**config.mk**
```make
export PLATFORM = sky130hd
export DESIGN_NAME = owm_fifo
export DESIGN_NICKNAME = d
export VERILOG_FILES = /design/src/rtl/owm_pkg.sv /design/src/rtl/owm_fifo.sv
export SDC_FILE = /design/constraint.sdc
export NUM_CORES = 1
export LEC_CHECK = 0
export CAP_MARGIN = 10
export CORE_ASPECT_RATIO = 0.7
export CORE_UTILIZATION = 56
export CTS_CLUSTER_SIZE = 16
export DETAILED_ROUTE_END_ITERATION = 12
export DONT_BUFFER_PORTS = 1
export PLACE_DENSITY = 0.74
export SLEW_MARGIN = 10
export SYNTH_ARGS = -nofsm -noshare
export SYNTH_HDL_FRONTEND = slang
export SYNTH_SLANG_ARGS = --single-unit
```
**constraint.sdc**
```tcl
create_clock -name clk -period 2.4 [get_ports clk]
set_input_delay 0.48 -clock clk [delete_from_list [all_inputs] [get_ports clk]]
set_output_delay 0.48 -clock clk [all_outputs]
set_load 0.05 [all_outputs]
```
**src/rtl/owm_pkg.sv**
```systemverilog
`timescale 1ns / 1ps
// ----------------------------------------------------------------------------
// owm_pkg
// Shared constants and types of the one-edit word matcher: store sizes,
// the job record that runs from front to back, and the walk read request.
// ----------------------------------------------------------------------------
package owm_pkg;

	localparam int MAX_LEN = 1024;
	localparam int ADDR_W  = $clog2(MAX_LEN);
	localparam int LEN_W   = $clog2(MAX_LEN + 1);
	localparam int SYM_W   = 8;
	localparam int CNT_W   = 32;
	localparam int QDEPTH  = 2;

	typedef logic [SYM_W-1:0]  sym_t;
	typedef logic [LEN_W-1:0]  len_t;
	typedef logic [ADDR_W-1:0] addr_t;
	typedef logic [CNT_W-1:0]  cnt_t;

	typedef enum logic [1:0] {
		JOB_CLEAR,
		JOB_REJECT,
		JOB_MATCH,
		JOB_WALK
	} job_kind_t;

	typedef enum logic [1:0] {
		LEN_EQUAL,
		LEN_LONGER,
		LEN_SHORTER
	} len_rel_t;

	typedef struct packed {
		job_kind_t kind;
		len_rel_t  rel;
		len_t      w_len;
		len_t      r_len;
		len_t      prefix;
	} job_t;

	typedef struct packed {
		logic  rd;
		addr_t w_addr;
		addr_t r_addr;
	} walk_rd_t;

endpackage

```
**src/rtl/owm_fifo.sv**
```systemverilog
`timescale 1ns / 1ps
// ----------------------------------------------------------------------------
// owm_fifo
// Short job queue between the front and the back.
// ----------------------------------------------------------------------------
module owm_fifo (
	input  logic          clk,
	input  logic          arst_n,
	input  logic          wr,
	input  owm_pkg::job_t din,
	output logic          full,
	input  logic          rd,
	output owm_pkg::job_t dout,
	output logic          empty
);
	import owm_pkg::*;

	localparam int PTR_W = (QDEPTH > 1) ? $clog2(QDEPTH) : 1;
	localparam int FILL_W = $clog2(QDEPTH + 1);

	job_t              slot_q [QDEPTH];
	logic [PTR_W-1:0]  wr_ptr_q;
	logic [PTR_W-1:0]  rd_ptr_q;
	logic [FILL_W-1:0] fill_q;
	logic              do_wr;
	logic              do_rd;

	assign full  = (fill_q == FILL_W'(QDEPTH));
	assign empty = (fill_q == '0);
	assign dout  = slot_q[rd_ptr_q];
	assign do_wr = wr && !full;
	assign do_rd = rd && !empty;

	always_ff @(posedge clk) begin
		if (do_wr) begin
			slot_q[wr_ptr_q] <= din;
		end
	end

	always_ff @(posedge clk or negedge arst_n) begin
		if (!arst_n) begin
			wr_ptr_q <= '0;
			rd_ptr_q <= '0;
			fill_q   <= '0;
		end else begin
			if (do_wr) begin
				wr_ptr_q <= (wr_ptr_q == PTR_W'(QDEPTH - 1)) ? '0 : wr_ptr_q + PTR_W'(1);
			end
			if (do_rd) begin
				rd_ptr_q <= (rd_ptr_q == PTR_W'(QDEPTH - 1)) ? '0 : rd_ptr_q + PTR_W'(1);
			end
			if (do_wr && !do_rd) begin
				fill_q <= fill_q + FILL_W'(1);
			end else if (do_rd && !do_wr) begin
				fill_q <= fill_q - FILL_W'(1);
			end
		end
	end

	assert property (@(posedge clk) disable iff (!arst_n) fill_q <= FILL_W'(QDEPTH))
		else $error("job queue fill above depth");

endmodule

```
==> results.txt <==
most frequent cells after synthesis: 74 x edfxtp_1, 20 x mux2_4, 17 x mux2_2
WL per Instance: 18.8 µm
Tcrit/Tclk final: 83.4%
Slew Viols, Final: 0
Bufs and invs on worst path: 1
post-synthesis average cell area: 22.0 µm²
chip width: 88.7 µm
Post-synth ARST share: 5.13%
Hold Path Sink: slot_q[1][15]
CTS tree: yes
Stages on worst setup path: 2
CP Cell Sequence: buf_4 -> mux2_2
hold_buf cts: 1
number of synthesized register bits: 78
Setup violations, final: 0
final net count: 191
Fin. Hold Viols: 0
Syn Nets: 176
area grow syn2layout: 9.59%
Required @ worst endpoint: 1.92 ns
EDFF count, synth: 74
Total GRT Usage: 16.7%
core area: 0.00491 mm²
FILL cells: 334
Clock Tree Root: clkbuf_8
fmax: 0.500 GHz
leading post-synthesis cells by cell area: edfxtp_1 75%, mux2_4 10%, mux2_2 6.5%, dfrtp_1 3.4%, buf_6 1.1%
initial core utilization: 60.0%
relative slew slack: 62.7%
final instance area: 0.00323 mm²
max_cap viols: 0
status: finished clean
die area: 0.00557 mm²
Worst R2R Start: fill_q[0]
synth warn: 0
worst-path maximum fanout: 21
CP arrival: 1.52 ns
antenna violations before repair: 0
die height: 62.7 µm
number of port buffers: 0
worst min path class: in2reg
Ports: 80
drt drc: 0
Setup Buffers After CTS: 0
clock-pin slew on the worst setup and hold paths: 0.07 ns
CP max-delay cell: mux2_2
# diodes: 0
Critical Path Start Type: register
cell family contributing the most delay on the critical path: multiplexers
share of cells above drive strength 1: 38.3%
Cell Area, Synth: 0.00295 mm²
top_reg_cell synth: edfxtp_1
H-tree levels: 3
top-count cell post-synth: edfxtp_1
r2r endpoint: slot_q[0][0]
flop-to-flop setup slack: 0.60 ns
Post-Syn Instances: 134
average vias per placed instance: 5.30
Rows: 21
unrepaired setup endpoints after global routing: no
setup TNS: 0 ns
Distinct cells, synth: 15
Slew @ Worst Pin: 0.560 ns
area of placed instances: 0.00306 mm²
crit path kind: reg2out
hold_sp: din[15]
Synth area leader: edfxtp_1
Worst Reg-to-Reg Cells: 4
top cell type's share of synthesized area: 75.4%
Seq/Total Area, Yosys: 78.7%
vias in the first global route: 1,292
final WL: 4190 µm
largest net degree at the start of global routing: 24
largest stage delay on the critical path: 0.51 ns
Clock Tree Buf Depth: 2
Final min period: 2.00 ns
Post-DP HPWL: 2940 µm
cell count of the worst hold path: 0
Pre-antenna DRT Iters: 4
first-pass GRT wire length: 6490 µm
vias: 1,182
latest clock arrival within the worst-skew pair: 0.33 ns
beginning of the critical path: rd_ptr_q
Clock Skews: 0.00678 ns
CTS resizes: 0
clock sinks: 78
TritonCTS Buffers: 9
RePlAce Congestion: 0.698
total congestion overflow: 0
CP Capture Type: output pin
DR iter-0 viols: 88
Final ANT Viol Nets: 0
==> state kept, by name, indices dropped and copies added (netlist names) <==
signal	count
fill_q	2
rd_ptr_q	1
slot_q	74
wr_ptr_q	1
==> worst max-delay path by stage <==
| stage | end | slack (ns) |
|---|---|---|
| floorplan | slot_q[0][0] | 0.37 |
| global placement | slot_q[0][18] | 0.68 |
| detailed placement | slot_q[0][15] | 0.56 |
| CTS | dout[12] | 0.37 |
| global route | dout[12] | 0.34 |
| finish | dout[12] | 0.40 |
==> cells in the final DEF, fill, tap and decap left out <==
cell type,n
inv_1,2
dfrtp_1,3
o21ai_1,1
mux2_2,17
edfxtp_1,74
xor2_1,2
xnor2_1,3
dlygate4sd3_1,1
clkinv_2,2
ha_1,1
nor2_1,2
clkbuf_1,4
clkbuf_8,10
nand2_1,1
mux2_4,20
dfrtp_2,1
buf_4,7
nor2_4,1
and3_2,1
nand2b_1,1
==> final cells by class <==
cell class	count	area, µm²	area share (%)
inverters	2	7.51	0.232
flip-flops and latches	78	2320	71.9
multi-input cells	50	589	18.2
well taps	69	86.3	2.67
repair buffers	8	62.6	1.94
clock inverters	2	10.0	0.310
clock buffers	14	153	4.72
==> per-stage QoR <==
step | std cells | hold WS [ns] | setup slack, ns | util [%]
after floorplan | 134 | 0.184 | 0.369 | -
after global placement | 206 | 0.184 | 0.683 | 62.3
after detailed placement | 206 | 0.185 | 0.561 | 62.3
after CTS | 223 | 0.227 | 0.373 | 65.8
after global routing | 223 | 0.216 | 0.342 | 65.8
final | 223 | 0.245 | 0.400 | 65.8
==> cell families after synthesis <==
family	share of synthesized area (%)
AO/OA/AOI/OAI	0.170
XOR/XNOR	1.49
adder cells (fa/ha/maj)	0.424
buffers and inverters	1.57
flip-flops	78.7
multiplexers	16.7
AND/OR/NAND/NOR	0.934
==> metal layers <==
metal	vias up	routed length (µm)	track usage, %	part of all wire (%)
met2	57	2040	26.3	49
met4	0	44	6.65	1.1
met1	573	1560	18.1	37
li1	546	-	-	-
met5	-	0	0	0
met3	6	542	10.2	13
Power is not shown: default switching activity piles up to over one toggle a cycle in this logic, so the estimate is an artifact.
