$ cat src/rtl/owm_pkg.sv
`timescale 1ns / 1ps
// ----------------------------------------------------------------------------
// owm_pkg
// Shared constants and types of the one-edit word matcher: store sizes,
// the job record that runs from front to back, and the walk read request.
// ----------------------------------------------------------------------------
package owm_pkg;

	localparam int MAX_LEN = 1024;
	localparam int ADDR_W  = $clog2(MAX_LEN);
	localparam int LEN_W   = $clog2(MAX_LEN + 1);
	localparam int SYM_W   = 8;
	localparam int CNT_W   = 32;
	localparam int QDEPTH  = 2;

	typedef logic [SYM_W-1:0]  sym_t;
	typedef logic [LEN_W-1:0]  len_t;
	typedef logic [ADDR_W-1:0] addr_t;
	typedef logic [CNT_W-1:0]  cnt_t;

	typedef enum logic [1:0] {
		JOB_CLEAR,
		JOB_REJECT,
		JOB_MATCH,
		JOB_WALK
	} job_kind_t;

	typedef enum logic [1:0] {
		LEN_EQUAL,
		LEN_LONGER,
		LEN_SHORTER
	} len_rel_t;

	typedef struct packed {
		job_kind_t kind;
		len_rel_t  rel;
		len_t      w_len;
		len_t      r_len;
		len_t      prefix;
	} job_t;

	typedef struct packed {
		logic  rd;
		addr_t w_addr;
		addr_t r_addr;
	} walk_rd_t;

endpackage

$ cat src/rtl/owm_front.sv
`timescale 1ns / 1ps
// ----------------------------------------------------------------------------
// owm_front
// Accepts symbol requests, fills the reference and word stores, tracks the
// common prefix and classifies each finished candidate into a job.
// ----------------------------------------------------------------------------
module owm_front (
	input  logic           clk,
	input  logic           arst_n,
	input  logic           push,
	output logic           full,
	input  logic           mode,
	input  owm_pkg::sym_t  symbol,
	input  logic           last,
	output logic           ref_we,
	output owm_pkg::addr_t ref_waddr,
	output owm_pkg::addr_t ref_raddr,
	input  owm_pkg::sym_t  ref_rdata,
	output logic           word_we,
	output owm_pkg::addr_t word_waddr,
	output owm_pkg::sym_t  wdata,
	output logic           job_push,
	output owm_pkg::job_t  job,
	input  logic           job_full,
	input  logic           release_walk
);
	import owm_pkg::*;

	localparam len_t LEN_MAX = LEN_W'(MAX_LEN);
	localparam len_t LEN_ONE = LEN_W'(1);

	logic accept;
	logic s1_valid_q;
	logic mode_s1;
	sym_t sym_s1;
	logic last_s1;

	len_t ref_len_q;
	logic ref_open_q;
	logic ref_ovf_q;
	len_t word_len_q;
	len_t prefix_q;
	logic prefix_open_q;
	logic word_ovf_q;
	logic pending_q;

	len_t ref_base;
	logic w_stored;
	logic pref_hit;
	len_t w_new;
	len_t p_new;
	logic wovf_new;

	assign full     = s1_valid_q || pending_q || job_full;
	assign accept   = push && !full;
	assign ref_base = ref_open_q ? ref_len_q : '0;

	assign ref_we     = accept && !mode && (ref_base < LEN_MAX);
	assign ref_waddr  = ref_base[ADDR_W-1:0];
	assign word_we    = accept && mode && (word_len_q < LEN_MAX);
	assign word_waddr = word_len_q[ADDR_W-1:0];
	assign ref_raddr  = word_len_q[ADDR_W-1:0];
	assign wdata      = symbol;

	always_comb begin
		w_stored = (word_len_q < LEN_MAX);
		pref_hit = prefix_open_q && (word_len_q < ref_len_q) && (ref_rdata == sym_s1);
		w_new    = w_stored ? word_len_q + LEN_ONE : word_len_q;
		p_new    = (w_stored && pref_hit) ? prefix_q + LEN_ONE : prefix_q;
		wovf_new = word_ovf_q || !w_stored;

		job        = '0;
		job.w_len  = w_new;
		job.r_len  = ref_len_q;
		job.prefix = p_new;
		job.rel    = LEN_EQUAL;
		if (!mode_s1) begin
			job.kind = JOB_CLEAR;
		end else if (wovf_new || ref_ovf_q || (w_new == '0)) begin
			job.kind = JOB_REJECT;
		end else if (w_new == ref_len_q) begin
			job.kind = (p_new == w_new) ? JOB_MATCH : JOB_WALK;
		end else if (w_new == ref_len_q + LEN_ONE) begin
			job.kind = JOB_WALK;
			job.rel  = LEN_LONGER;
		end else if (w_new + LEN_ONE == ref_len_q) begin
			job.kind = JOB_WALK;
			job.rel  = LEN_SHORTER;
		end else begin
			job.kind = JOB_REJECT;
		end

		job_push = s1_valid_q && (mode_s1 ? last_s1 : !ref_open_q);
	end

	always_ff @(posedge clk) begin
		if (accept) begin
			mode_s1 <= mode;
			sym_s1  <= symbol;
			last_s1 <= last;
		end
	end

	always_ff @(posedge clk or negedge arst_n) begin
		if (!arst_n) begin
			s1_valid_q    <= 1'b0;
			ref_len_q     <= '0;
			ref_open_q    <= 1'b0;
			ref_ovf_q     <= 1'b0;
			word_len_q    <= '0;
			prefix_q      <= '0;
			prefix_open_q <= 1'b1;
			word_ovf_q    <= 1'b0;
			pending_q     <= 1'b0;
		end else begin
			if (release_walk) begin
				pending_q <= 1'b0;
			end
			if (accept) begin
				s1_valid_q <= 1'b1;
			end else if (s1_valid_q) begin
				s1_valid_q <= 1'b0;
				if (!mode_s1) begin
					// reference symbol drops any partial candidate
					word_len_q    <= '0;
					prefix_q      <= '0;
					prefix_open_q <= 1'b1;
					word_ovf_q    <= 1'b0;
					ref_len_q     <= (ref_base < LEN_MAX) ? ref_base + LEN_ONE : ref_base;
					ref_ovf_q     <= (ref_open_q && ref_ovf_q) || !(ref_base < LEN_MAX);
					ref_open_q    <= !last_s1;
				end else begin
					ref_open_q <= 1'b0;
					if (last_s1) begin
						word_len_q    <= '0;
						prefix_q      <= '0;
						prefix_open_q <= 1'b1;
						word_ovf_q    <= 1'b0;
						// hold the stores until the back has walked them
						pending_q     <= (job.kind == JOB_WALK);
					end else begin
						word_len_q    <= w_new;
						prefix_q      <= p_new;
						prefix_open_q <= w_stored ? pref_hit : prefix_open_q;
						word_ovf_q    <= wovf_new;
					end
				end
			end
		end
	end

	assert property (@(posedge clk) disable iff (!arst_n) s1_valid_q |=> !s1_valid_q)
		else $error("compare stage held two cycles");
	assert property (@(posedge clk) disable iff (!arst_n) prefix_q <= word_len_q)
		else $error("prefix longer than word");
	assert property (@(posedge clk) disable iff (!arst_n) pending_q |-> !s1_valid_q)
		else $error("request taken while stores are locked");

endmodule

$ cat config.mk
export PLATFORM = sky130hd
export DESIGN_NAME = owm_front
export DESIGN_NICKNAME = d
export VERILOG_FILES = /design/src/rtl/owm_pkg.sv /design/src/rtl/owm_front.sv
export SDC_FILE = /design/constraint.sdc
export NUM_CORES = 1
export LEC_CHECK = 0
export BUFFER_PORTS_ARGS = -buffer_cell sky130_fd_sc_hd__buf_2
export CORE_MARGIN = 2
export CORE_UTILIZATION = 56
export CTS_CLUSTER_DIAMETER = 30
export DETAILED_ROUTE_END_ITERATION = 7
export PLACE_DENSITY = 0.89
export SYNTH_ARGS = -nofsm -noshare
export SYNTH_HDL_FRONTEND = slang
export SYNTH_SLANG_ARGS = --single-unit
$ cat constraint.sdc
create_clock -name clk -period 4.9 [get_ports clk]
set_input_delay 0.735 -clock clk [delete_from_list [all_inputs] [get_ports clk]]
set_output_delay 0.735 -clock clk [all_outputs]
set_load 0.02 [all_outputs]
==> flow_summary.ini <==
[outcome]
status = finished, final reports clean

[power]
internal-power_mw = 0.650
switching_share_pct = 36.9
seq_power_share_pct = 44.3
p_sw_mw = 0.380
power_frac_clock_pct = 26.9
vdd_ir_drop_max_v = 0.000151
power.density_nw_per_um2 = 193
power.leakage_nw = 2.48
combPwrFrac_pct = 28.8

[global_route]
grt_max_degree = 40
antenna_found_initial = 0
grt_pass1_vias = 4526
grt_pass1_wl_mm = 23.5
overflow = 0
track_usage_pct = 30.4

[clock_tree]
hold_buffers = 0
path_clk_slew_ps = 110
root_buffer = clkbuf_8
cts_buffers = 5
cts_tree = done
clock_latency_ps = 320
htree_levels = 2
clock_path_buffers = 2
cts_sinks = 49

[route]
vias_per_cell = 6.31
first_pass_iters = 5
num_vias = 4793
first_iter_violations = 499
ant_nets = 0
drc_errors = 0
drt_wl_total_mm = 14.6
avgRoutedWirePerCell_um = 19.3

[worst_setup_path]
start_kind = flip-flop
r2r_cells = 12
r2r_setup_slack_ps = 1270
worstSetupPathType = flip-flop to primary output
cp_top_family = compound AO/OA/AOI/OAI gates
crit_buf_inv = 3
end_kind = primary output
reg2reg_from = ref_len_q[5]
cp_data_arrival_time_ps = 3980
critPathMaxFanout = 9
r2r-end = pending_q
max_stage_delay_ps = 530
crit_path_top_delay_cell = dfrtp_1
cp_cell_sequence = inv_1, ha_1, a21o_1, a221o_1, a31o_2, a2111oi_4, buf_4, and3_1, o22ai_1, or3_1, a2111oi_4, nor2b_1, buf_2
cpMostUsedCell = a2111oi_4
worstPathRequired_ps = 4160

[timing]
setup_violations = 0
postLayoutSetupSlackWorst_ps = 185
max_slew.worst_pin.slew_ps = 1120
drv_slew = 0
rsz0062_at_grt = no
setup_tns_ps = 0
skew_ps = 8.12
max_freq_mhz = 212
relSlewSlack_pct = 25.6
min_period_ps = 4710
fin_crit_sh_pct = 96.2
final_hold_viol_count = 0

[floorplanning]
core_area_um2 = 8300
start_util_pct = 58.3
die_x_um = 97.0
fp-row-count = 33
num_io_pins = 102
die_area_um2 = 9400
die_y_um = 97.0

[logic_synthesis]
synthCells = 596
avgSynthCellArea_um2 = 8.12
ys_seq_area_share_pct = 26.4
synth_top_family_by_area = simple AND/OR/NAND/NOR gates
yosys_warnings = 0
synth_edf_count = 10
synth_async_sr_flop_share_pct = 79.6
synth_xor_area_share_pct = 11.8
synth_compound_area_share_pct = 19.9
yosys.area_share.simple_pct = 25.3
synth_mux_area_share_pct = 2.33
synth-seq-cells = 49
synth.distinct_cells = 74
synthAdderAreaFrac_pct = 4.14
synth_nets = 635
synthesis.area_um2 = 4840
synthFlopType = dfrtp_1

[min_path]
min_path_type = flip-flop to flip-flop
min_to = ref_ovf_q
hold-path-cell-count = 2
worstHoldStart = ref_ovf_q

[layout]
mostFrequentLayoutCell = buf_2
layout_common_cells = buf_2, nand2_1, o21ai_0, nor2_1, dfrtp_1
drive_gt1_share_pct = 22.9
antenna_cells = 0
final_nets = 692
area_growth_pct = 10.4

[placed_design]
gp_congestion = 0.984
dp_hpwl_mm = 10.9
numPortBuffers = 101
dpl_worst_slack_ps = 466

[flow_run]
cap_violations = 0
## power by group through the flow
stage	logic, mW	clock network, mW	registers, mW
after floorplan	0.218	0	0.452
after global placement	0.283	0	0.461
after detailed placement	0.289	0	0.463
after CTS	0.291	0.278	0.454
after global routing	0.320	0.292	0.458
final	0.297	0.277	0.456
## synth_stat cells (all sizes together), types with 3 or more instances
| master | number | area share [%] |
|---|---|---|
| ha | 16 | 4.1 |
| clkbuf | 24 | 1.9 |
| a21oi | 23 | 2.4 |
| xnor2 | 34 | 6.3 |
| nand4b | 3 | 0.98 |
| or3 | 3 | 0.39 |
| edfxtp | 10 | 6.2 |
| and2 | 7 | 0.90 |
| xor2 | 19 | 3.6 |
| mux2i | 9 | 1.9 |
| inv | 32 | 2.5 |
| nor3 | 24 | 2.8 |
| nor4 | 9 | 1.3 |
| and3b | 4 | 0.72 |
| a31oi | 8 | 1.0 |
| nand2 | 63 | 4.9 |
| a211o | 4 | 0.72 |
| and3 | 11 | 1.4 |
| nand3 | 29 | 3.0 |
| nor2b | 10 | 1.3 |
| xnor3 | 4 | 1.9 |
| a2111oi | 7 | 2.7 |
| o22ai | 15 | 1.9 |
| dfrtp | 38 | 20 |
| nand4 | 11 | 1.6 |
| buf | 42 | 5.7 |
| a211oi | 6 | 1.1 |
| o21ai | 37 | 3.8 |
| o21a | 4 | 0.62 |
| nand2b | 3 | 0.39 |
| nor2 | 36 | 2.8 |
| o31ai | 10 | 1.7 |
| and4 | 5 | 0.90 |
## cells by family after synthesis
logic type                 count (synthesis)
muxes                                     11
xor gates and xnor gates                  57
adders and majority gates                 16
AOI/OAI and AO/OA                        134
buffers and inverters                    100
and+or+nand+nor                          229
DFF                                       49
## metal layers
metal,vias up,global-route usage [%],wire length (um),share of wire (%)
met5,-,0,0,0
met4,0,11.1,384,2.6
met3,39,5.78,1210,8.3
met2,253,48.3,6930,47
met1,2276,41.3,6110,42
li1,2225,-,-,-
## flip-flops by register name, summed over array words and instances (netlist names), 8 cells and up
name / flops
prefix_q: 11
ref_len_q: 11
sym_s1: 8
word_len_q: 11
## stage by stage
step / std cells / total power, mW / util (%) / hold WS, ps / area [um^2]
3_3_place_gp: 747 / 0.744 / 62.6 / 486 / 5190
2_1_floorplan: 596 / 0.670 / - / 439 / 4840
6_report: 759 / 1.03 / 64.4 / 513 / 5340
5_1_grt: 759 / 1.07 / 64.4 / 556 / 5340
3_5_place_dp: 747 / 0.751 / 62.6 / 492 / 5190
4_1_cts: 755 / 1.02 / 63.7 / 514 / 5290
## repair_timing
item                       in CTS  in global routing
gates resized for setup         0                  5
buffers inserted                0                  4
setup endpoints to repair       0                  3
## final cells by class
| class | count | area [um^2] |
|---|---|---|
| Timing Repair Buffer | 116 | 618 |
| Clock buffer | 5 | 68.8 |
| Multi-Input combinational cell | 447 | 3090 |
| Tap cell | 105 | 131 |
| Sequential cell | 49 | 1280 |
| Clock inverter | 3 | 28.8 |
| Fill cell | 750 | 2960 |
| Inverter | 34 | 128 |
## worst reg2reg max path: stages, from the launching register on
cell       delay (ps)
dfrtp_1           530
inv_1             150
ha_1              310
a21o_1            180
a221o_1           350
a31o_2            280
a2111oi_4         340
buf_4             200
and3_1            230
o22ai_1            80
or3_1             410
a2111oi_4         310
o31ai_2           130
## worst max path at each step
stage,start,end,cells after the start
after floorplan,ref_len_q[5],job[35],12
after global placement,ref_len_q[5],job[35],12
after detailed placement,ref_len_q[5],job[35],12
after CTS,ref_len_q[5],job[35],12
after global routing,ref_len_q[5],job[35],13
final,ref_len_q[5],job[35],13
Power figures use the tool's default switching activity.
