===== src/rtl/owm_pkg.sv =====
`timescale 1ns / 1ps
// ----------------------------------------------------------------------------
// owm_pkg
// Shared constants and types of the one-edit word matcher: store sizes,
// the job record that runs from front to back, and the walk read request.
// ----------------------------------------------------------------------------
package owm_pkg;

	localparam int MAX_LEN = 1024;
	localparam int ADDR_W  = $clog2(MAX_LEN);
	localparam int LEN_W   = $clog2(MAX_LEN + 1);
	localparam int SYM_W   = 8;
	localparam int CNT_W   = 32;
	localparam int QDEPTH  = 2;

	typedef logic [SYM_W-1:0]  sym_t;
	typedef logic [LEN_W-1:0]  len_t;
	typedef logic [ADDR_W-1:0] addr_t;
	typedef logic [CNT_W-1:0]  cnt_t;

	typedef enum logic [1:0] {
		JOB_CLEAR,
		JOB_REJECT,
		JOB_MATCH,
		JOB_WALK
	} job_kind_t;

	typedef enum logic [1:0] {
		LEN_EQUAL,
		LEN_LONGER,
		LEN_SHORTER
	} len_rel_t;

	typedef struct packed {
		job_kind_t kind;
		len_rel_t  rel;
		len_t      w_len;
		len_t      r_len;
		len_t      prefix;
	} job_t;

	typedef struct packed {
		logic  rd;
		addr_t w_addr;
		addr_t r_addr;
	} walk_rd_t;

endpackage


===== src/rtl/owm_back.sv =====
`timescale 1ns / 1ps
// ----------------------------------------------------------------------------
// owm_back
// Runs jobs from the queue: walks both stores backward for the common
// suffix, judges the candidate and keeps the saturating match count.
// ----------------------------------------------------------------------------
module owm_back (
	input  logic              clk,
	input  logic              arst_n,
	input  owm_pkg::job_t     job,
	input  logic              job_empty,
	output logic              job_pop,
	output owm_pkg::walk_rd_t rd,
	input  owm_pkg::sym_t     word_rdata,
	input  owm_pkg::sym_t     ref_rdata,
	output logic              release_walk,
	output logic              empty,
	input  logic              pop,
	output logic              similar,
	output owm_pkg::cnt_t     similar_count
);
	import owm_pkg::*;

	typedef enum logic [1:0] {
		S_IDLE,
		S_RD,
		S_CMP,
		S_FIN
	} state_t;

	state_t st_q;
	job_t   job_q;
	len_t   n_q;
	len_t   lim_q;
	logic   sim_q;
	cnt_t   cnt_q;
	logic   out_valid_q;
	logic   similar_q;
	cnt_t   out_cnt_q;
	logic   rel_q;

	len_t lim;
	len_t n_inc;
	logic hit;
	len_t w_idx;
	len_t r_idx;
	cnt_t cnt_next;
	logic walk_end;
	logic rel_next;
	logic fin_go;

	function automatic logic judge(job_t j, len_t n);
		logic [LEN_W:0] sum;
		logic [LEN_W:0] wl;
		sum = {1'b0, j.prefix} + {1'b0, n};
		wl  = {1'b0, j.w_len};
		case (j.rel)
			LEN_EQUAL:   judge = (sum == wl - (LEN_W + 1)'(1));
			LEN_LONGER:  judge = (sum >= wl - (LEN_W + 1)'(1));
			LEN_SHORTER: judge = (sum >= wl);
			default:     judge = 1'b0;
		endcase
	endfunction

	assign lim      = (job.w_len < job.r_len) ? job.w_len : job.r_len;
	assign n_inc    = n_q + LEN_W'(1);
	assign hit      = (word_rdata == ref_rdata);
	assign w_idx    = job_q.w_len - LEN_W'(1) - n_q;
	assign r_idx    = job_q.r_len - LEN_W'(1) - n_q;
	assign cnt_next = (sim_q && (cnt_q != '1)) ? cnt_q + CNT_W'(1) : cnt_q;

	// the walk ends on a mismatch or once the shorter word is used up
	assign walk_end = (st_q == S_CMP) && !(hit && (n_inc < lim_q));
	assign rel_next = (job_pop && (job.kind == JOB_WALK) && (lim == '0)) || walk_end;
	assign fin_go   = (st_q == S_FIN) && (!out_valid_q || pop);

	assign job_pop       = (st_q == S_IDLE) && !job_empty;
	assign rd.rd         = (st_q == S_RD);
	assign rd.w_addr     = w_idx[ADDR_W-1:0];
	assign rd.r_addr     = r_idx[ADDR_W-1:0];
	assign release_walk  = rel_q;
	assign empty         = !out_valid_q;
	assign similar       = similar_q;
	assign similar_count = out_cnt_q;

	always_ff @(posedge clk or negedge arst_n) begin
		if (!arst_n) begin
			st_q        <= S_IDLE;
			job_q       <= '0;
			n_q         <= '0;
			lim_q       <= '0;
			sim_q       <= 1'b0;
			cnt_q       <= '0;
			out_valid_q <= 1'b0;
			similar_q   <= 1'b0;
			out_cnt_q   <= '0;
			rel_q       <= 1'b0;
		end else begin
			rel_q <= rel_next;
			if (pop && !fin_go) begin
				out_valid_q <= 1'b0;
			end
			unique case (st_q)
				S_IDLE: begin
					if (job_pop) begin
						job_q <= job;
						n_q   <= '0;
						lim_q <= lim;
						case (job.kind)
							JOB_CLEAR: cnt_q <= '0;
							JOB_REJECT: begin
								sim_q <= 1'b0;
								st_q  <= S_FIN;
							end
							JOB_MATCH: begin
								sim_q <= 1'b1;
								st_q  <= S_FIN;
							end
							JOB_WALK: begin
								if (lim == '0) begin
									sim_q <= judge(job, '0);
									st_q  <= S_FIN;
								end else begin
									st_q <= S_RD;
								end
							end
							default: st_q <= S_IDLE;
						endcase
					end
				end
				S_RD: st_q <= S_CMP;
				S_CMP: begin
					if (!walk_end) begin
						n_q  <= n_inc;
						st_q <= S_RD;
					end else begin
						sim_q <= judge(job_q, hit ? n_inc : n_q);
						st_q  <= S_FIN;
					end
				end
				S_FIN: begin
					// wait for the result slot
					if (fin_go) begin
						out_valid_q <= 1'b1;
						similar_q   <= sim_q;
						out_cnt_q   <= cnt_next;
						cnt_q       <= cnt_next;
						st_q        <= S_IDLE;
					end
				end
				default: st_q <= S_IDLE;
			endcase
		end
	end

	assert property (@(posedge clk) disable iff (!arst_n) st_q == S_RD |=> st_q == S_CMP)
		else $error("read not followed by compare");
	assert property (@(posedge clk) disable iff (!arst_n) st_q == S_RD |-> n_q < lim_q)
		else $error("walk ran past the shorter word");
	assert property (@(posedge clk) disable iff (!arst_n) rel_q |-> st_q == S_FIN)
		else $error("stores released outside finish");

endmodule


===== config.mk =====
export PLATFORM = sky130hd
export DESIGN_NAME = owm_back
export DESIGN_NICKNAME = d
export VERILOG_FILES = /design/src/rtl/owm_pkg.sv /design/src/rtl/owm_back.sv
export SDC_FILE = /design/constraint.sdc
export NUM_CORES = 1
export LEC_CHECK = 0
export ABC_CLOCK_PERIOD_IN_PS = 5750
export BUFFER_PORTS_ARGS = -buffer_cell sky130_fd_sc_hd__buf_2
export CAP_MARGIN = 20
export CORE_MARGIN = 4
export CORE_UTILIZATION = 50
export DETAILED_ROUTE_END_ITERATION = 7
export PLACE_DENSITY = 0.7
export SLEW_MARGIN = 20
export SYNTH_ARGS = -nofsm -noshare
export SYNTH_HDL_FRONTEND = slang
export SYNTH_SLANG_ARGS = --single-unit

===== constraint.sdc =====
create_clock -name clk -period 5.75 [get_ports clk]
set_input_delay 1.15 -clock clk [delete_from_list [all_inputs] [get_ports clk]]
set_output_delay 1.15 -clock clk [all_outputs]
set_load 0.01 [all_outputs]

==> run summary, run 1 <==
Cell Rows = 49
Net Sw Frac = 0.442
asr flop ratio synth = 1.00
Initial DRT Pass Iterations = 7
met1 usage = 0.333
grt met3 use = 0.0506
H-Tree Level Count = 4
Post-CTS Resized = 0
main combinational cell family by area after synthesis = simple AND/OR/NAND/NOR gates
Req. time, crit path = 6.08 ns
RSZ-0062 raised after global routing = no
post-CTS setup buffers = 0
CP dominant cell by count = a21oi_1
switching power total = 2.20 mW
detailed placement HPWL = 18.4 mm
slew margin rel. = 0.358
busiest layer in global routing = met2
Vias/cell = 5.74
post-route cell area = 10700 sq um
Initial Util = 0.514
Leak Pwr = 5.09 nW
Inserted Clock Buffers = 17
syn nets = 1216
final worst path period share = 0.906
CP top delay family = simple AND/OR/NAND/NOR gates
hold path cells = 2
worst slew pin tran = 0.963 ns
Avg Cell Area, Syn = 8.87 sq um
die extent in x = 145 um
Hold Path Class = reg2reg
Crit. End Element = flop
area share of and/or/nand/nor cells after synthesis = 0.170
post-synthesis register bit count = 126
Crit Path Max Fanout = 6
largest net degree at the start of global routing = 104
Critical Path Start Type = primary input
Final Hold Vio Count = 0
root buffer cell = clkbuf_16
# diodes = 0
initial antenna violation count = 0
XOR/XNOR share of the synthesized area = 0.0899
clock slew at reported path FFs = 0.07 ns
PortBufs = 113
CP max stage delay = 0.42 ns
first-pass GRT wire length = 38.6 mm
initial DRC count = 507
layout cells sized above 1 = 0.172
Routed WL = 24.1 mm
setup TNS = 0 ns
slowest CP cell = fa_1
Critical Setup Path Class = in2reg
mux cell area share after synthesis = 0.0439
CTS tree = done
logic gate share of total power = 0.521
dpl cell area = 10100 sq um
Peak VDD IR = 0.000301 V
synthesized area = 9350 sq um
WL/cell = 17.2 um
area of the die = 21000 sq um
# clock sinks = 126
Seq pwr share = 0.260
sequential area share after synthesis = 0.337
fin. max-slew vios = 0
number of global-route vias before repair = 7682
pre-CTS setup slack = 0.235 ns
Yosys warning count = 0
Power Density = 464 nW/um^2
critical-path cell list = buf_2 > xor2_1 > nor4_1 > buf_4 > and2_1 > xnor2_1 > ha_1 > inv_1 > fa_1 > nor2b_1 > o21ai_0 > a21boi_0 > o21ai_0 > a21oi_1 > or4_1 > nand3_1 > ha_1 > nand4_1 > nor3_1 > or3_1 > a21oi_1 > a21oi_1 > o31ai_1 > o31ai_1
Critical Path Stages = 24
R2R depth = 19
routability cong. = 0.952
Top FF cell, synth = dfrtp_1
Worst-Skew Late Latency = 0.43 ns
Post-synth EDFFs = 0
Max-Cap Viols = 0
fmax = 0.192 GHz
nets = 1322
# hold bufs at CTS = 0
Tmin final = 5.21 ns
Final setup viols = 0
vias = 8051
Synth Area in Adders = 0.143
Post-route DRC = 0
chip height = 145 um
Longest Clk Path Bufs = 2
fin worst setup slack = 0.539 ns
Area Growth Syn to Fin = 14.8%
GRT Total Usage = 0.233
post-route clock skew = 0.00997 ns
Netlist cell types = 65
remaining antenna violation count = 0
Congestion Overflow GR = 0
Clock power frac = 0.220
Post-Synthesis Cells = 1054
Buffers & Inverters on Critical Path = 3
grt met2 use = 0.362
Synth Area in Compound Gates = 0.164
I/O pin total = 114
Core ar. = 18200 sq um
status = complete, no violations
Critical Path AT = 5.54 ns
Int Power = 2.78 mW
-- final cells by class --
| class | count | area (sq um) |
|---|---|---|
| flip-flops and latches | 126 | 3150 |
| inverters | 81 | 304 |
| repair buffers | 126 | 666 |
| clock buffers | 17 | 425 |
| fillers | 1603 | 7470 |
| well taps | 229 | 287 |
| clock inverters | 15 | 168 |
| multi-input cells | 808 | 5740 |
-- flip-flops by register name, indices dropped and copies added, names as in the netlist --
signal         count
n_q               11
similar            1
out_valid_q        1
cnt_q             32
lim_q             11
sim_q              1
release_walk       1
st_q               2
job_q             34
similar_count     32
-- metal layers --
metal,vias up,part of all wire
met3,25,0.067
met2,243,0.45
met5,-,0
li1,3962,-
met1,3821,0.47
met4,0,0.013
-- path summary, 6_finish.rpt --
kind,slack [ns],startpoint,to
setup reg to reg,0.94,n_q[0]$_DFFE_PN0P_,sim_q$_DFFE_PN0P_
hold reg to reg,0.47,similar_count[17]$_DFFE_PN0P_,similar_count[17]$_DFFE_PN0P_
hold / removal,0.47,similar_count[17]$_DFFE_PN0P_,similar_count[17]$_DFFE_PN0P_
max in group asynchronous,3.94,arst_n,job_q[33]$_DFFE_PN0P_
min in group asynchronous,0.57,arst_n,sim_q$_DFFE_PN0P_
setup / recovery,0.54,ref_rdata[1],sim_q$_DFFE_PN0P_
-- worst register-to-register path, stage by stage (launching register included) --
cell and delay (ns):
dfrtp_1 0.44, ha_1 0.24, nand3_1 0.22, nor4_1 0.76
and3_1 0.30, nand2_1 0.08, xnor2_1 0.13, ha_1 0.29
inv_1 0.16, nor3_1 0.08, a2111oi_0 0.49, nand3_1 0.20
ha_1 0.33, nand4_1 0.12, nor3_1 0.27, or3_1 0.14
a21oi_1 0.05, a21oi_1 0.12, o31ai_1 0.08, o31ai_1 0.21
-- power by group through the flow --
stage | Combinational (mW) | Sequential [mW] | Clock (mW)
after global placement | 2.53 | 1.30 | 0
after CTS | 2.58 | 1.29 | 1.11
after floorplan | 1.85 | 1.23 | 0
final | 2.59 | 1.29 | 1.09
after detailed placement | 2.55 | 1.31 | 0
after global routing | 2.90 | 1.32 | 1.15
-- Yosys cell counts (3+ instances only) --
cell type / number / area share
dfrtp_1: 126 / 0.34
nand2_1: 115 / 0.046
o21ai_0: 103 / 0.055
ha_1: 102 / 0.14
inv_1: 81 / 0.033
a21oi_1: 63 / 0.034
xnor2_1: 61 / 0.057
nor2_1: 50 / 0.020
xor2_1: 35 / 0.033
nand3_1: 33 / 0.018
clkbuf_1: 27 / 0.011
mux2_2: 24 / 0.029
o31ai_1: 20 / 0.016
nand4_1: 16 / 0.011
and3_1: 14 / 0.0094
mux2i_1: 14 / 0.015
nor3_1: 14 / 0.0075
a31oi_1: 13 / 0.0087
a21o_1: 11 / 0.0088
nor4_1: 11 / 0.0074
and4_1: 8 / 0.0075
nand2b_1: 8 / 0.0054
or3_1: 7 / 0.0047
and2_1: 6 / 0.0040
or4_1: 6 / 0.0048
a21boi_0: 5 / 0.0040
buf_2: 5 / 0.0027
nor2b_1: 5 / 0.0033
o21bai_1: 5 / 0.0040
a211oi_1: 4 / 0.0032
o21ai_1: 4 / 0.0021
o2bb2ai_1: 4 / 0.0037
a2111oi_0: 3 / 0.0028
and4_4: 3 / 0.0036
buf_6: 3 / 0.0036
fa_1: 3 / 0.0064
nor3_2: 3 / 0.0032
o211ai_1: 3 / 0.0024
-- logic make-up after synthesis --
| kind of cell | count (synthesis) |
|---|---|
| and+or+nand+nor | 311 |
| AOI/OAI and AO/OA | 258 |
| DFF | 126 |
| buffers and inverters | 120 |
| adders and majority gates | 105 |
| xor gates and xnor gates | 96 |
| muxes | 38 |
-- per-stage QoR --
stage / util / power [mW] / instances / hold slack, ns
after floorplan: - / 3.08 / 1054 / 0.467
after global placement: 0.557 / 3.83 / 1370 / 0.455
after detailed placement: 0.557 / 3.86 / 1370 / 0.465
after CTS: 0.590 / 4.98 / 1402 / 0.478
after global routing: 0.590 / 5.38 / 1402 / 0.496
final: 0.590 / 4.98 / 1402 / 0.473
-- placed cells by master, fill, tap and decap left out, types with 6 or more instances in the layout --
cell type / count
a21oi_1: 63
inv_1: 81
or3_1: 7
nand4_1: 16
clkbuf_16: 17
buf_2: 112
xor2_1: 35
o31ai_1: 19
ha_1: 102
buf_4: 14
and3_1: 14
nor2_1: 50
a31oi_1: 13
and4_1: 8
or4_1: 6
nor4_1: 11
nand2_1: 115
a21o_1: 11
and2_1: 6
mux2_2: 24
nand2b_1: 8
mux2i_1: 14
xnor2_1: 61
nand3_1: 32
nor3_1: 13
o21ai_0: 103
dfrtp_1: 126
No activity file was read; power rests on OpenSTA's default activity.
==> inputs of run 2 (changes only) <==
--- a/config.mk
+++ b/config.mk
@@ -11,7 +11,7 @@
 export CORE_MARGIN = 4
 export CORE_UTILIZATION = 50
 export DETAILED_ROUTE_END_ITERATION = 7
-export PLACE_DENSITY = 0.7
+export PLACE_DENSITY_LB_ADDON = 0.05
 export SLEW_MARGIN = 20
 export SYNTH_ARGS = -nofsm -noshare
 export SYNTH_HDL_FRONTEND = slang
==> run 2 against run 1 <==
Against the previous run: sequential cell count is the same; via count down 0.83%; highest routed layer unchanged; clock power about the same; cell count fell by 0.14%; largest cell class unchanged; design area about the same; sequential power is essentially flat; sequential share of layout area barely moved; critical path depth is the same.
==> run summary, run 2 (synthesis gave the netlist of run 1 again) <==
Post-CTS Resized = 0
setup TNS = 0 ns
fin. max-slew vios = 0
Worst-Skew Late Latency = 0.43 ns
Hold Crit Start = similar_count[17]$_DFFE_PN0P_
worst slew pin tran = 1.01 ns
status = complete, no violations
CTS tree = done
Critical Setup Path Class = in2reg
Leak Pwr = 5.09 nW
# diodes = 0
first-pass GRT wire length = 39.0 mm
commonest cells after routing, fill and taps aside = dfrtp_1, nand2_1, buf_2
PortBufs = 113
Longest Clk Path Bufs = 2
Power Density = 457 nW/um^2
fill count = 1650
Critical Path Stages = 24
dpl cell area = 10100 sq um
initial DRC count = 499
CP max stage delay = 0.40 ns
post-route clock skew = 0.0136 ns
Critical Path Start Type = primary input
WL/cell = 17.3 um
most common cell after layout, fill and taps aside = dfrtp_1
Final setup viols = 0
Post-route DRC = 0
Peak VDD IR = 0.000277 V
Crit. End Element = flop
Hold Path Class = reg2reg
final worst path period share = 0.890
slowest CP cell = fa_1
pre-CTS setup slack = 0.221 ns
placed cells = 1368
hold path cells = 2
remaining antenna violation count = 0
fmax = 0.195 GHz
Cell Rows = 49
nets = 1320
fin worst setup slack = 0.631 ns
Max-Cap Viols = 0
GRT Total Usage = 0.236
# hold bufs at CTS = 0
post-route cell area = 10700 sq um
Final Hold Vio Count = 0
Area Growth Syn to Fin = 14.8%
vias = 7984
area of the die = 21000 sq um
minimum hold slack = 0.472 ns
worst r2r src = n_q[0]$_DFFE_PN0P_
Vias/cell = 5.70
critical-path cell list = buf_2 > xor2_1 > nor4_1 > buf_4 > and2_1 > xnor2_1 > ha_1 > inv_1 > fa_1 > nor2b_1 > o21ai_0 > a21boi_0 > o21ai_0 > a21oi_1 > or4_1 > nand3_1 > ha_1 > nand4_1 > nor3_1 > or3_1 > a21oi_1 > a21oi_1 > o31ai_1 > o31ai_1
routability cong. = 0.891
Req. time, crit path = 6.08 ns
Routed WL = 24.3 mm
H-Tree Level Count = 4
clock slew at reported path FFs = 0.06 ns
Endpoint, Worst Hold = similar_count[17]$_DFFE_PN0P_
Crit Path Max Fanout = 5
R2R depth = 17
Congestion Overflow GR = 0
I/O pin total = 114
largest net degree at the start of global routing = 104
Core ar. = 18200 sq um
slew margin rel. = 0.324
Initial DRT Pass Iterations = 5
fin cells = 1400
CP dominant cell by count = a21oi_1
layout cells sized above 1 = 0.171
initial antenna violation count = 0
Top reg by flops = job_q
chip height = 145 um
die extent in x = 145 um
Buffers & Inverters on Critical Path = 3
detailed placement HPWL = 18.2 mm
Initial Util = 0.514
Inserted Clock Buffers = 17
number of flip-flops in the largest register = 34
Critical Path AT = 5.45 ns
RR Endpoint = sim_q$_DFFE_PN0P_
RSZ-0062 raised after global routing = no
root buffer cell = clkbuf_16
post-CTS setup buffers = 0
reg-to-reg slack, setup = 1.04 ns
CP top delay family = simple AND/OR/NAND/NOR gates
Tmin final = 5.12 ns
# clock sinks = 126
number of global-route vias before repair = 7460
-- run 2: cell types whose count changed in the layout (fill, tap and decap cells not counted), sizes merged --
cell,previous run,this run
bufinv,1,2
clkinv,3,4
clkinvlp,2,1
inv,90,89
buf,126,124
-- run 2: worst max-delay path by stage --
stage	start	to	slack, ns
floorplan	ref_rdata[1]	sim_q$_DFFE_PN0P_	0.66
global placement	ref_rdata[1]	sim_q$_DFFE_PN0P_	0.33
detailed placement	ref_rdata[4]	sim_q$_DFFE_PN0P_	0.22
CTS	ref_rdata[4]	sim_q$_DFFE_PN0P_	0.64
global route	ref_rdata[4]	sim_q$_DFFE_PN0P_	0.13
finish	ref_rdata[4]	sim_q$_DFFE_PN0P_	0.63
-- run 2: layout make-up --
class,instances,area [sq um],area share
Sequential cell,126,3150,0.294
Clock buffer,17,425,0.0396
Timing Repair Buffer,124,654,0.0610
Inverter,81,304,0.0283
Multi-Input combinational cell,808,5740,0.534
Tap cell,229,287,0.0267
Clock inverter,15,174,0.0162
-- run 2: worst reg2reg max path, stage by stage (launching register included) --
cell       delay, ns
dfrtp_1         0.45
nand3_1         0.23
nor4_1          0.86
and3_1          0.34
nand2_1         0.09
xnor2_1         0.13
ha_1            0.36
and3_1          0.20
a2111oi_0       0.39
nand3_1         0.20
ha_1            0.34
nand4_1         0.13
nor3_1          0.26
or3_1           0.14
a21oi_1         0.06
a21oi_1         0.17
o31ai_1         0.10
o31ai_1         0.19
-- run 2: power by group --
part	internal, mW	switching, mW	leakage, nW
sequential	1.09	0.180	1.65
clock	0.653	0.455	0.293
combinational	1.06	1.46	3.15
total	2.81	2.10	5.09
-- run 2: stage by stage --
stage | power [mW] | utilization
finish | 4.91 | 0.589
global route | 5.34 | 0.589
CTS | 4.95 | 0.589
detailed placement | 3.81 | 0.557
global placement | 3.77 | 0.557
floorplan | 3.08 | -
-- run 2: layer usage --
metal	vias to the layer above	share of wire	global-route usage
met1	3777	0.49	0.359
met2	228	0.43	0.347
met5	-	0	0
met4	0	0.010	0.0501
met3	23	0.066	0.0470
li1	3956	-	-
